**config.mk**
```make
export PLATFORM = sky130hd
export DESIGN_NAME = packet_length_symbol_encoder_top_flat
export DESIGN_NICKNAME = d
export VERILOG_FILES = /design/src/hw/rtl/ple_pkg.sv /design/src/hw/rtl/ple_in_if.sv /design/src/hw/rtl/ple_out_if.sv /design/src/hw/rtl/packet_length_symbol_encoder_top.sv /design/src/hw/rtl/ple_front.sv /design/src/hw/rtl/ple_queue.sv /design/src/hw/rtl/ple_back.sv /design/src/flat_wrapper.sv
export SDC_FILE = /design/constraint.sdc
export NUM_CORES = 1
export LEC_CHECK = 0
export BUFFER_PORTS_ARGS = -buffer_cell sky130_fd_sc_hd__buf_2
export CORE_MARGIN = 2
export CORE_UTILIZATION = 45
export DETAILED_ROUTE_END_ITERATION = 12
export SYNTH_ARGS = -nofsm -noshare
export SYNTH_HDL_FRONTEND = slang
export SYNTH_SLANG_ARGS = --single-unit
```
**constraint.sdc**
```tcl
create_clock -name clk -period 4 [get_ports clk]
set_input_delay 0.2 -clock clk [delete_from_list [all_inputs] [get_ports clk]]
set_output_delay 0.2 -clock clk [all_outputs]
set_load 0.02 [all_outputs]
```
**src/hw/rtl/ple_pkg.sv**
```systemverilog
`timescale 1ns / 1ps
package ple_pkg;

  // Highest loop number that still gets coded.
  localparam int MAX_CODED_INDEX = 63;

  // Width of a position number: up to MAX_CODED_INDEX + 1.
  localparam int POS_W = $clog2(MAX_CODED_INDEX + 2);

  localparam int QUEUE_DEPTH = 2;
  localparam int QIDX_W      = (QUEUE_DEPTH > 1) ? $clog2(QUEUE_DEPTH) : 1;
  localparam int QCNT_W      = $clog2(QUEUE_DEPTH + 1);

  // Input kinds
  localparam logic KIND_HEADER  = 1'b0;
  localparam logic KIND_PAYLOAD = 1'b1;

  // Slot codes
  localparam logic [1:0] SLOT_POS   = 2'd0;
  localparam logic [1:0] SLOT_DATA  = 2'd1;
  localparam logic [1:0] SLOT_CHECK = 2'd2;

  // One queue entry: up to two coded bytes caused by one item.
  typedef struct packed {
    logic             v0;
    logic [7:0]       b0;
    logic [POS_W-1:0] p0;
    logic             v1;
    logic [7:0]       b1;
    logic [POS_W-1:0] p1;
  } ple_entry_t;

  typedef struct packed {
    logic full;
    logic empty;
  } ple_qstat_t;

  // Symbol for one slot of a coded byte.
  function automatic logic [7:0] ple_symbol(input logic [7:0] data,
                                            input logic [POS_W-1:0] pos,
                                            input logic [1:0] slot);
    logic [7:0] pos8;
    logic [7:0] position;
    logic [7:0] d;
    logic [7:0] res;
    pos8     = 8'(pos);
    position = (data > 8'd128) ? pos8 + 8'd64 : pos8;
    d        = (data < 8'd128) ? data + 8'd128 : data;
    case (slot)
      SLOT_POS:  res = position;
      SLOT_DATA: res = d;
      default:   res = 8'h80 | ((position ^ d) & 8'h7f);
    endcase
    return res;
  endfunction

endpackage

```
**src/hw/rtl/ple_in_if.sv**
```systemverilog
`timescale 1ns / 1ps
interface ple_in_if;
  logic       valid;
  logic       ready;
  logic       kind;
  logic [7:0] value;

  modport source (output valid, output kind, output value, input ready);
  modport sink   (input valid, input kind, input value, output ready);
endinterface

```
**src/hw/rtl/ple_out_if.sv**
```systemverilog
`timescale 1ns / 1ps
interface ple_out_if;
  logic       valid;
  logic       ready;
  logic [7:0] symbol;
  logic [1:0] slot;
  logic       last;

  modport source (output valid, output symbol, output slot, output last, input ready);
  modport sink   (input valid, input symbol, input slot, input last, output ready);
endinterface

```
**src/hw/rtl/packet_length_symbol_encoder_top.sv**
```systemverilog
`timescale 1ns / 1ps
// Packet-length symbol encoder. Each item on "frame" is a header (kind 0, value =
// total frame length including the checksum byte) or a payload byte (kind 1).
// Every coded byte leaves on "symbols" as three items: position, data and check
// symbol (slot 0, 1, 2); last marks the final symbol caused by one input item.
// A header is coded at position 1, payload byte j at position j+2, and once the
// frame's last payload byte arrives the XOR checksum follows at position L+1.
// Positions beyond the coding limit emit nothing; payload outside a frame is
// dropped. Rate: one symbol per cycle on the output while the receiver is ready;
// the single output channel limits throughput. The front end takes an item in
// any cycle the two-entry queue has room, so input and output stall
// independently; an item's symbols follow it through the queue and the back
// end's entry register.
module packet_length_symbol_encoder_top (
  input  logic      clk,
  input  logic      rst,
  ple_in_if.sink    frame,
  ple_out_if.source symbols
);
  import ple_pkg::*;

  ple_entry_t wr_entry;
  ple_entry_t rd_entry;
  ple_qstat_t qstat;
  logic       push;
  logic       pop;

  // front: accept, track the frame, build coded-byte entries
  ple_front u_front (
    .clk   (clk),
    .rst   (rst),
    .frame (frame),
    .qstat (qstat),
    .push  (push),
    .entry (wr_entry)
  );

  // decoupling queue
  ple_queue u_queue (
    .clk      (clk),
    .rst      (rst),
    .push     (push),
    .wr_entry (wr_entry),
    .pop      (pop),
    .rd_entry (rd_entry),
    .qstat    (qstat)
  );

  // back: expand each entry into symbols
  ple_back u_back (
    .clk      (clk),
    .rst      (rst),
    .qstat    (qstat),
    .rd_entry (rd_entry),
    .pop      (pop),
    .symbols  (symbols)
  );

endmodule

```
**src/hw/rtl/ple_front.sv**
```systemverilog
`timescale 1ns / 1ps
module ple_front (
  input  logic                clk,
  input  logic                rst,
  ple_in_if.sink              frame,
  input  ple_pkg::ple_qstat_t qstat,
  output logic                push,
  output ple_pkg::ple_entry_t entry
);
  import ple_pkg::*;

  localparam logic [8:0] MAX_IDX = 9'(MAX_CODED_INDEX);

  logic [7:0] byte_index, byte_index_next;
  logic [7:0] frame_length, frame_length_next;
  logic [7:0] xor_sum, xor_sum_next;
  logic       frame_open, frame_open_next;
  logic       acc;

  assign frame.ready = !qstat.full;
  assign acc         = frame.valid && frame.ready;

  always_comb begin
    byte_index_next   = byte_index;
    frame_length_next = frame_length;
    xor_sum_next      = xor_sum;
    frame_open_next   = frame_open;
    entry             = '0;
    if (frame.kind == KIND_HEADER) begin
      entry.v0          = 1'b1;
      entry.b0          = frame.value;
      entry.p0          = POS_W'(1);
      frame_length_next = frame.value;
      byte_index_next   = '0;
      xor_sum_next      = '0;
      frame_open_next   = (frame.value != 8'd0);
      // length one: checksum (zero) follows at once
      if (frame.value == 8'd1) begin
        entry.v1        = 1'b1;
        entry.b1        = 8'd0;
        entry.p1        = POS_W'(2);
        frame_open_next = 1'b0;
      end
    end else if (frame_open) begin
      if ({1'b0, byte_index} + 9'd1 <= MAX_IDX) begin
        entry.v0 = 1'b1;
        entry.b0 = frame.value;
        entry.p0 = byte_index[POS_W-1:0] + POS_W'(2);
      end
      xor_sum_next    = xor_sum ^ frame.value;
      byte_index_next = byte_index + 8'd1;
      if ({1'b0, byte_index_next} + 9'd1 >= {1'b0, frame_length}) begin
        frame_open_next = 1'b0;
        if ({1'b0, frame_length} <= MAX_IDX) begin
          entry.v1 = 1'b1;
          entry.b1 = xor_sum_next;
          entry.p1 = frame_length[POS_W-1:0] + POS_W'(1);
        end
      end
    end
  end

  assign push = acc && (entry.v0 || entry.v1);

  always_ff @(posedge clk) begin
    if (rst) begin
      byte_index   <= '0;
      frame_length <= '0;
      xor_sum      <= '0;
      frame_open   <= 1'b0;
    end else if (acc) begin
      byte_index   <= byte_index_next;
      frame_length <= frame_length_next;
      xor_sum      <= xor_sum_next;
      frame_open   <= frame_open_next;
    end
  end

`ifndef SYNTHESIS
  // an open frame always has its checksum still ahead
  a_open_bound: assert property (@(posedge clk) disable iff (rst)
    frame_open |-> ({1'b0, byte_index} + 9'd1 < {1'b0, frame_length}))
    else $error("open frame past its length");

  // payload outside a frame produces nothing
  a_no_orphan: assert property (@(posedge clk) disable iff (rst)
    (acc && frame.kind == KIND_PAYLOAD && !frame_open) |-> !push)
    else $error("orphan payload queued");
`endif
endmodule

```
**src/hw/rtl/ple_queue.sv**
```systemverilog
`timescale 1ns / 1ps
module ple_queue (
  input  logic                clk,
  input  logic                rst,
  input  logic                push,
  input  ple_pkg::ple_entry_t wr_entry,
  input  logic                pop,
  output ple_pkg::ple_entry_t rd_entry,
  output ple_pkg::ple_qstat_t qstat
);
  import ple_pkg::*;

  ple_entry_t        mem [QUEUE_DEPTH];
  logic [QIDX_W-1:0] wptr;
  logic [QIDX_W-1:0] rptr;
  logic [QCNT_W-1:0] count;

  assign qstat.full  = (count == QCNT_W'(QUEUE_DEPTH));
  assign qstat.empty = (count == '0);
  assign rd_entry    = mem[rptr];

  always_ff @(posedge clk) begin
    if (push) begin
      mem[wptr] <= wr_entry;
    end
  end

  always_ff @(posedge clk) begin
    if (rst) begin
      wptr  <= '0;
      rptr  <= '0;
      count <= '0;
    end else begin
      if (push) begin
        wptr <= (wptr == QIDX_W'(QUEUE_DEPTH - 1)) ? '0 : wptr + QIDX_W'(1);
      end
      if (pop) begin
        rptr <= (rptr == QIDX_W'(QUEUE_DEPTH - 1)) ? '0 : rptr + QIDX_W'(1);
      end
      case ({push, pop})
        2'b10:   count <= count + QCNT_W'(1);
        2'b01:   count <= count - QCNT_W'(1);
        default: count <= count;
      endcase
    end
  end

`ifndef SYNTHESIS
  a_no_overflow: assert property (@(posedge clk) disable iff (rst)
    !(push && qstat.full && !pop) && !(pop && qstat.empty))
    else $error("queue overflow or underflow");
`endif
endmodule

```
**src/hw/rtl/ple_back.sv**
```systemverilog
`timescale 1ns / 1ps
module ple_back (
  input  logic                clk,
  input  logic                rst,
  input  ple_pkg::ple_qstat_t qstat,
  input  ple_pkg::ple_entry_t rd_entry,
  output logic                pop,
  ple_out_if.source           symbols
);
  import ple_pkg::*;

  ple_entry_t       cur;
  logic             busy;
  logic             sel;
  logic [1:0]       phase;
  logic [7:0]       cur_byte;
  logic [POS_W-1:0] cur_pos;
  logic             fire;
  logic             last_sym;

  assign cur_byte = sel ? cur.b1 : cur.b0;
  assign cur_pos  = sel ? cur.p1 : cur.p0;
  assign last_sym = (phase == SLOT_CHECK) && (sel || !cur.v1);
  assign fire     = symbols.valid && symbols.ready;

  assign symbols.valid  = busy;
  assign symbols.symbol = ple_symbol(cur_byte, cur_pos, phase);
  assign symbols.slot   = phase;
  assign symbols.last   = last_sym;

  assign pop = (!busy || (fire && last_sym)) && !qstat.empty;

  always_ff @(posedge clk) begin
    if (pop) begin
      cur <= rd_entry;
    end
  end

  always_ff @(posedge clk) begin
    if (rst) begin
      busy  <= 1'b0;
      sel   <= 1'b0;
      phase <= SLOT_POS;
    end else if (pop) begin
      busy  <= 1'b1;
      sel   <= !rd_entry.v0;
      phase <= SLOT_POS;
    end else if (fire) begin
      if (phase != SLOT_CHECK) begin
        phase <= phase + 2'd1;
      end else if (!last_sym) begin
        sel   <= 1'b1;
        phase <= SLOT_POS;
      end else begin
        busy <= 1'b0;
      end
    end
  end

`ifndef SYNTHESIS
  a_entry_nonempty: assert property (@(posedge clk) disable iff (rst)
    busy |-> (sel ? cur.v1 : cur.v0))
    else $error("emitting from an empty slot");

  a_phase_range: assert property (@(posedge clk) disable iff (rst)
    busy |-> (phase == SLOT_POS || phase == SLOT_DATA || phase == SLOT_CHECK))
    else $error("bad phase");
`endif
endmodule

```
**src/flat_wrapper.sv**
```systemverilog
// flat-port wrapper written by rule: the top's interface ports become plain ports
module packet_length_symbol_encoder_top_flat import ple_pkg::*;
  (clk, rst, frame_valid, frame_kind, frame_value, frame_ready, symbols_valid, symbols_symbol, symbols_slot, symbols_last, symbols_ready);
  ple_in_if frame_i ();
  ple_out_if symbols_i ();
  input  logic clk;
  input  logic rst;
  input wire logic [$bits(frame_i.valid)-1:0] frame_valid;
  input wire logic [$bits(frame_i.kind)-1:0] frame_kind;
  input wire logic [$bits(frame_i.value)-1:0] frame_value;
  output wire logic [$bits(frame_i.ready)-1:0] frame_ready;
  output wire logic [$bits(symbols_i.valid)-1:0] symbols_valid;
  output wire logic [$bits(symbols_i.symbol)-1:0] symbols_symbol;
  output wire logic [$bits(symbols_i.slot)-1:0] symbols_slot;
  output wire logic [$bits(symbols_i.last)-1:0] symbols_last;
  input wire logic [$bits(symbols_i.ready)-1:0] symbols_ready;
  assign frame_i.valid = frame_valid;
  assign frame_i.kind = frame_kind;
  assign frame_i.value = frame_value;
  assign frame_ready = frame_i.ready;
  assign symbols_valid = symbols_i.valid;
  assign symbols_symbol = symbols_i.symbol;
  assign symbols_slot = symbols_i.slot;
  assign symbols_last = symbols_i.last;
  assign symbols_i.ready = symbols_ready;
  packet_length_symbol_encoder_top u_core (.clk(clk), .rst(rst), .frame(frame_i), .symbols(symbols_i));
endmodule
```
# After elaboration in Yosys (flattened, before gate mapping)
# Memory sizes are Yosys's and may differ from the RTL's. A register that Yosys moved wholly into a read port is not among the register bits.
# Index checks and enable logic that the tools add are counted.
# word_totals
reg_bits	64
latch_bits	0
mem_bits_rw	64
romBits	0
in_bits	13
memories	1
# op_classes
add_sub_neg	12
n_mul	0
div	0
magnitude_cmp	5
eq_ne	11
shift	0
mux	36
bitwise_logic	3
reduce_logical	26
# memory_table
memory	words	word_bits	read_ports	rd_ports_with_merged_regs	wr	line	rtl
u_core.u_queue.mem	2	32	1	1	1	ple_queue.sv:13	ple_entry_t mem [QUEUE_DEPTH];
# op_table
op	n
2-to-1 mux 16 bit	4
2-to-1 mux 32 bit	2
2-to-1 mux 8 bit	7
adder 8 x 1 -> 9 bit (second input constant)	2
2-to-1 mux 1 bit	18
case mux 8 bit (2 select lines)	1
>= comparator 9 x 8 -> 1 bit	1
less-or-equal comparator 9 x 6 -> 1 bit (second input constant)	1
adder 7 x 7 -> 8 bit (second input constant)	1
adder 8 x 1 -> 8 bit (second input constant)	1
adder 8 bit (second input constant)	1
equality test 8 x 1 -> 1 bit (second input constant)	1
> comparator 8 bit (second input constant)	1
less-or-equal comparator 8 x 6 -> 1 bit (second input constant)	1
less-than comparator 8 bit (second input constant)	1
inequality test 2 x 1 -> 1 bit (second input constant)	4
nonzero test 8 bit	1
XOR 8 bit	1
adder 7 x 1 -> 7 bit (second input constant)	1
adder 7 x 2 -> 7 bit (second input constant)	1
2-to-1 mux 7 bit	1
XOR 7 bit	1
equality test 2 bit (second input constant)	3
logical AND 1 bit	6
15 further kinds	31

# Depth between registers and ports, before layout
# logic_depth
ltp_word	10
depth_mapped	16

# By module
# A second synthesis with hierarchy kept.
# unflattened
cells_unflattened	505
hier_area_um2	6092.1
# by_module_without_submodules
module	instances	cells_each	area_each_um2	seq_area_each_um2
ple_queue	1	122	2513.7	2021.9
ple_front	1	269	1924.3	500.5
ple_back	1	114	1654.1	1011.0

# Least setup slack after synthesis
# No wires, ideal clock.
# synth_path
path_kind	flip-flop to flip-flop
start	register u_core.u_back.sel
end	register u_core.u_queue.count[1]
setup_ns	0.070
arrival_time_ns	4.240
t_required_ns	3.930
setup_slack_ns	-0.311
path_stages_with_launch	9
cell_sequence	dfxtp_1 > clkbuf_1 > nor2b_1 > nor3b_1 > nand2_1 > a21oi_1 > ha_1 > or3_1 > a21oi_1
# synth_via
elab_chain_cells	7
word_cells_on_any_way	9
# synth_lines
element	line	rtl
start, declared	ple_back.sv:14	logic sel;
start signal, assigned	ple_back.sv:46	sel <= !rd_entry.v0;
logical OR 1 bit (*)	ple_back.sv:23	assign last_sym = (phase == SLOT_CHECK) && (sel || !cur.v1);
logical AND 1 bit (*)	ple_back.sv:23	
named net symbols_last	flat_wrapper.sv:15	output wire logic [$bits(symbols_i.last)-1:0] symbols_last;
logical AND 1 bit (*)	ple_back.sv:31	assign pop = (!busy || (fire && last_sym)) && !qstat.empty;
logical OR 1 bit (*)	ple_back.sv:31	
logical AND 1 bit (*)	ple_back.sv:31	
named net u_core.pop	packet_length_symbol_encoder_top.sv:26	logic pop;
equality test 2 x 1 -> 1 bit or equality test 2 bit (tied branches)	ple_queue.sv:40	case ({push, pop})
case mux 2 bit (2 select lines) or nonzero test 2 bit (tied branches)	--	
end signal, assigned	ple_queue.sv:41	2'b10: count <= count + QCNT_W'(1);
end signal, assigned	ple_queue.sv:42	2'b01: count <= count - QCNT_W'(1);
end signal, assigned	ple_queue.sv:43	default: count <= count;
end, declared	ple_queue.sv:16	logic [QCNT_W-1:0] count;
# Mark *: on every way through the listed nets, which the timed path passes. The rest lies on a longest branch.
# A chain may end at the register's enable or synchronous reset.

# Worst setup path after layout
# layout_path
start	register u_core.u_front.byte_index[1]
end	register u_core.u_queue.count[1]
# layout_via
elab_chain_cells	10
word_cells_on_any_way	15
# layout_lines
element	line	rtl
start, declared	ple_front.sv:14	logic [7:0] byte_index, byte_index_next;
start signal, assigned	ple_front.sv:72	byte_index <= byte_index_next;
adder 8 x 1 -> 8 bit	ple_front.sv:51	byte_index_next = byte_index + 8'd1;
adder 8 x 1 -> 9 bit	ple_front.sv:52	if ({1'b0, byte_index_next} + 9'd1 >= {1'b0, frame_length}) begin
>= comparator 9 x 8 -> 1 bit	ple_front.sv:52	
2-to-1 mux 16 bit	ple_front.sv:52	
2-to-1 mux 32 bit (*)	ple_front.sv:44	end else if (frame_open) begin
2-to-1 mux 32 bit (*)	ple_front.sv:29	if (frame.kind == KIND_HEADER) begin
logical OR 1 bit (*)	ple_front.sv:63	assign push = acc && (entry.v0 || entry.v1);
logical AND 1 bit (*)	ple_front.sv:63	
equality test 2 x 1 -> 1 bit or equality test 2 bit (tied branches)	ple_queue.sv:40	
case mux 2 bit (2 select lines) or nonzero test 2 bit (tied branches)	--	
# Every way passes the cells marked *; elsewhere a longest branch is shown, timed or not.

==> metrics.cfg <==
[synth]
yosysSeqAreaShare=0.5842
synth_flop_cell=edfxtp_1
synth.most_common_cell=edfxtp_1
ys_warn_count=0
syn-num-nets=534
synth.largest_area_cell=edfxtp_1
synth_top_area_frac=0.4717
avgSynthCellArea_sq_um=11.93
netlist_top_cells_area=edfxtp_1, dfxtp_1, mux2_2
ys_ff_latch=129
synth.distinct_cells=51
synth_edf_count=95
postSynthCellCount=507
async_flop_share=0
synthTopCellsByCount=edfxtp_1, nor2_1, mux2_2
synth_area_sq_um=6048

[critical_path]
critPathArrivalTime_ns=4.12
crit_path_max_fanout=6
crit_path_end_kind=flop
cp.required_ns=4.34
timing.critical_path.from=u_core.u_front.byte_index[1]
crit_path_start_kind=flop
reg2reg_from=u_core.u_front.byte_index[1]
crit_type=flop to flop

[power_and_ir_drop]
powerDensity_nw_per_um2=689.9
irDropWorstVdd_uv=312.7
p_leak_nw=2.428

[sta]
fin_ws_ns=0.2248
drv_slew=0
fmax_mhz=264.9
setup_viol=0
rsz0062_at_grt=no
period_minus_slack_ns=3.775
fin_setup_tns_ns=0
slew_headroom=0.3621
period_share=0.9438
finalHoldViolCount=0
fin_worst_skew_ns=0.006561
tightest_slew_ns=0.9542

[route]
avgRoutedWirePerCell_microns=16.36
drcViolationCount=0
antenna_left=0
first_pass_iters=4
viasPerCell=5.225
drt_iter0_drc=205
vias=3767
drt-total-wl_microns=11800

[placed_design]
io_buffers=25
pre_cts_ws_ns=0.1597
gp_congestion=0.8545
hpwlAfterDp_microns=8055

[final_layout]
fin_nets=559
synthToLayoutAreaGrowth_pct=16.32
n_antenna_cell=0
utilization=0.5334
drive_gt1_frac=0.2459

[grt]
antenna_found_initial=0
gr-usage-all-layers=0.1781
grt_max_degree=37
grt_pass1_wl_microns=19450
grt_pass1_vias=3689
grt_overflow=0

[clock_tree]
cts_root_buf=clkbuf_16
numCtsBuffers=17
clk_latency_ns=0.41
clk_path_buf_depth=2
cts_tree=built
htreeDepth=4
numClockSinks=129
clkTransAtPathRegs_ns=0.06

[worst_hold_path]
hold_start=frame_value[3]
hold_class=input pin to flop

[job]
cap_violations=0

[floorplanning]
start_util=0.4585
die-area_sq_um=14380
core_region_area_sq_um=13190
rows=42
fp.dieH_microns=119.9
die_w_microns=119.9
io_pins=26

[outcome]
status=finished, final reports clean

## cells by family after synthesis
kind of cell | after synthesis | share of synthesized area
buffers and inverters | 40 | 0.02689
DFF | 129 | 0.5842
and+or+nand+nor | 149 | 0.1266
adders and majority gates | 14 | 0.02896
xor gates and xnor gates | 30 | 0.04469
AOI/OAI and AO/OA | 92 | 0.09144
muxes | 53 | 0.09723
## per-layer routing
metal	wire (microns)	global-route usage	share of wire
met5	0	0	0
met4	95	0.06838	0.0081
met3	382	0.04610	0.032
met2	5329	0.2628	0.45
met1	5991	0.2518	0.51
## power breakdown
| group | internal [mW] | total, mW | switching (mW) |
|---|---|---|---|
| Combinational | 0.497 | 1.24 | 0.738 |
| Sequential | 1.80 | 1.96 | 0.158 |
| Clock | 1.10 | 1.66 | 0.559 |
## registers in the layout, summed over array words and instances (netlist names), 2 cells and up, named ones only
register,count
u_core.u_front.xor_sum,8
u_core.u_queue.mem,64
u_core.u_front.byte_index,8
u_core.u_queue.count,2
u_core.u_back.symbols.slot,2
u_core.u_back.cur,31
u_core.u_front.frame_length,8
## cells in the final DEF, fill, tap and decap left out, drive strengths merged, types with 2 or more instances in the layout
cell type  Yosys  final
xnor2         20     20
nand2b         3      3
mux2i          7      7
xor2          10     10
a211oi         5      5
nor2b          3      3
and3           4      4
a21oi         38     38
mux2          46     46
dfxtp         34     34
clkbuf        18     17
nor3b         13     13
nand3         10     10
o21ai         34     34
clkinv         0      7
or3            3      3
ha            14     14
nor3           8      8
clkinvlp       0      3
o211ai         2      2
bufinv         0      5
nor2          61     61
nor4           4      4
buf           10     34
o21a           2      2
edfxtp        95     95
nand4          4      4
nand2         21     21
and2          10     10
a21o           2      2
inv           12     12
## cell type report
| class | instances | area [sq um] |
|---|---|---|
| Clock buffer | 17 | 425.4 |
| Clock inverter | 15 | 216.5 |
| Fill cell | 1114 | 6155 |
| Inverter | 12 | 45.04 |
| Multi-Input combinational cell | 338 | 2386 |
| Sequential cell | 129 | 3537 |
| Tap cell | 176 | 220.2 |
| Timing Repair Buffer | 34 | 205.2 |
## critical path, stage by stage (launching register included)
cell and delay (ns):
dfxtp_2 0.41, ha_2 0.26, xor2_2 0.26, o211ai_2 0.15, or3b_4 0.43, xor2_1 0.16
ha_1 0.32, a21o_1 0.16, a21oi_1 0.22, o31ai_4 0.14, o21a_1 0.24, o21ai_0 0.16
ha_1 0.28, or3_1 0.37, a21oi_1 0.15
## worst paths after layout
check / slack, ns / cells after the start / to
setup / recovery: 0.22 / 14 / u_core.u_queue.count[1]
hold reg to reg: 0.49 / 2 / u_core.u_front.frame_length[5]
hold / removal: 0.1 / 3 / u_core.u_front.frame_length[3]
setup reg to reg: 0.22 / 14 / u_core.u_queue.count[1]
## per-stage QoR
step / area, sq um / hold slack, ns / std cells / power, mW
after CTS: 7018 / 0.07578 / 721 / 4.906
after detailed placement: 6376 / 0.4787 / 689 / 3.230
after global routing: 7036 / 0.08959 / 721 / 5.101
after global placement: 6376 / 0.4753 / 689 / 3.193
after floorplan: 6060 / 0.3360 / 507 / 2.837
final: 7036 / 0.09793 / 721 / 4.854
## repair_timing
action,4_1_cts,5_1_grt
hold endpoints to repair,0,0
hold buffers,0,0
buffers inserted,0,0
setup endpoints to repair,0,19
resized for setup,0,5
(Power assumes the default switching activity.)
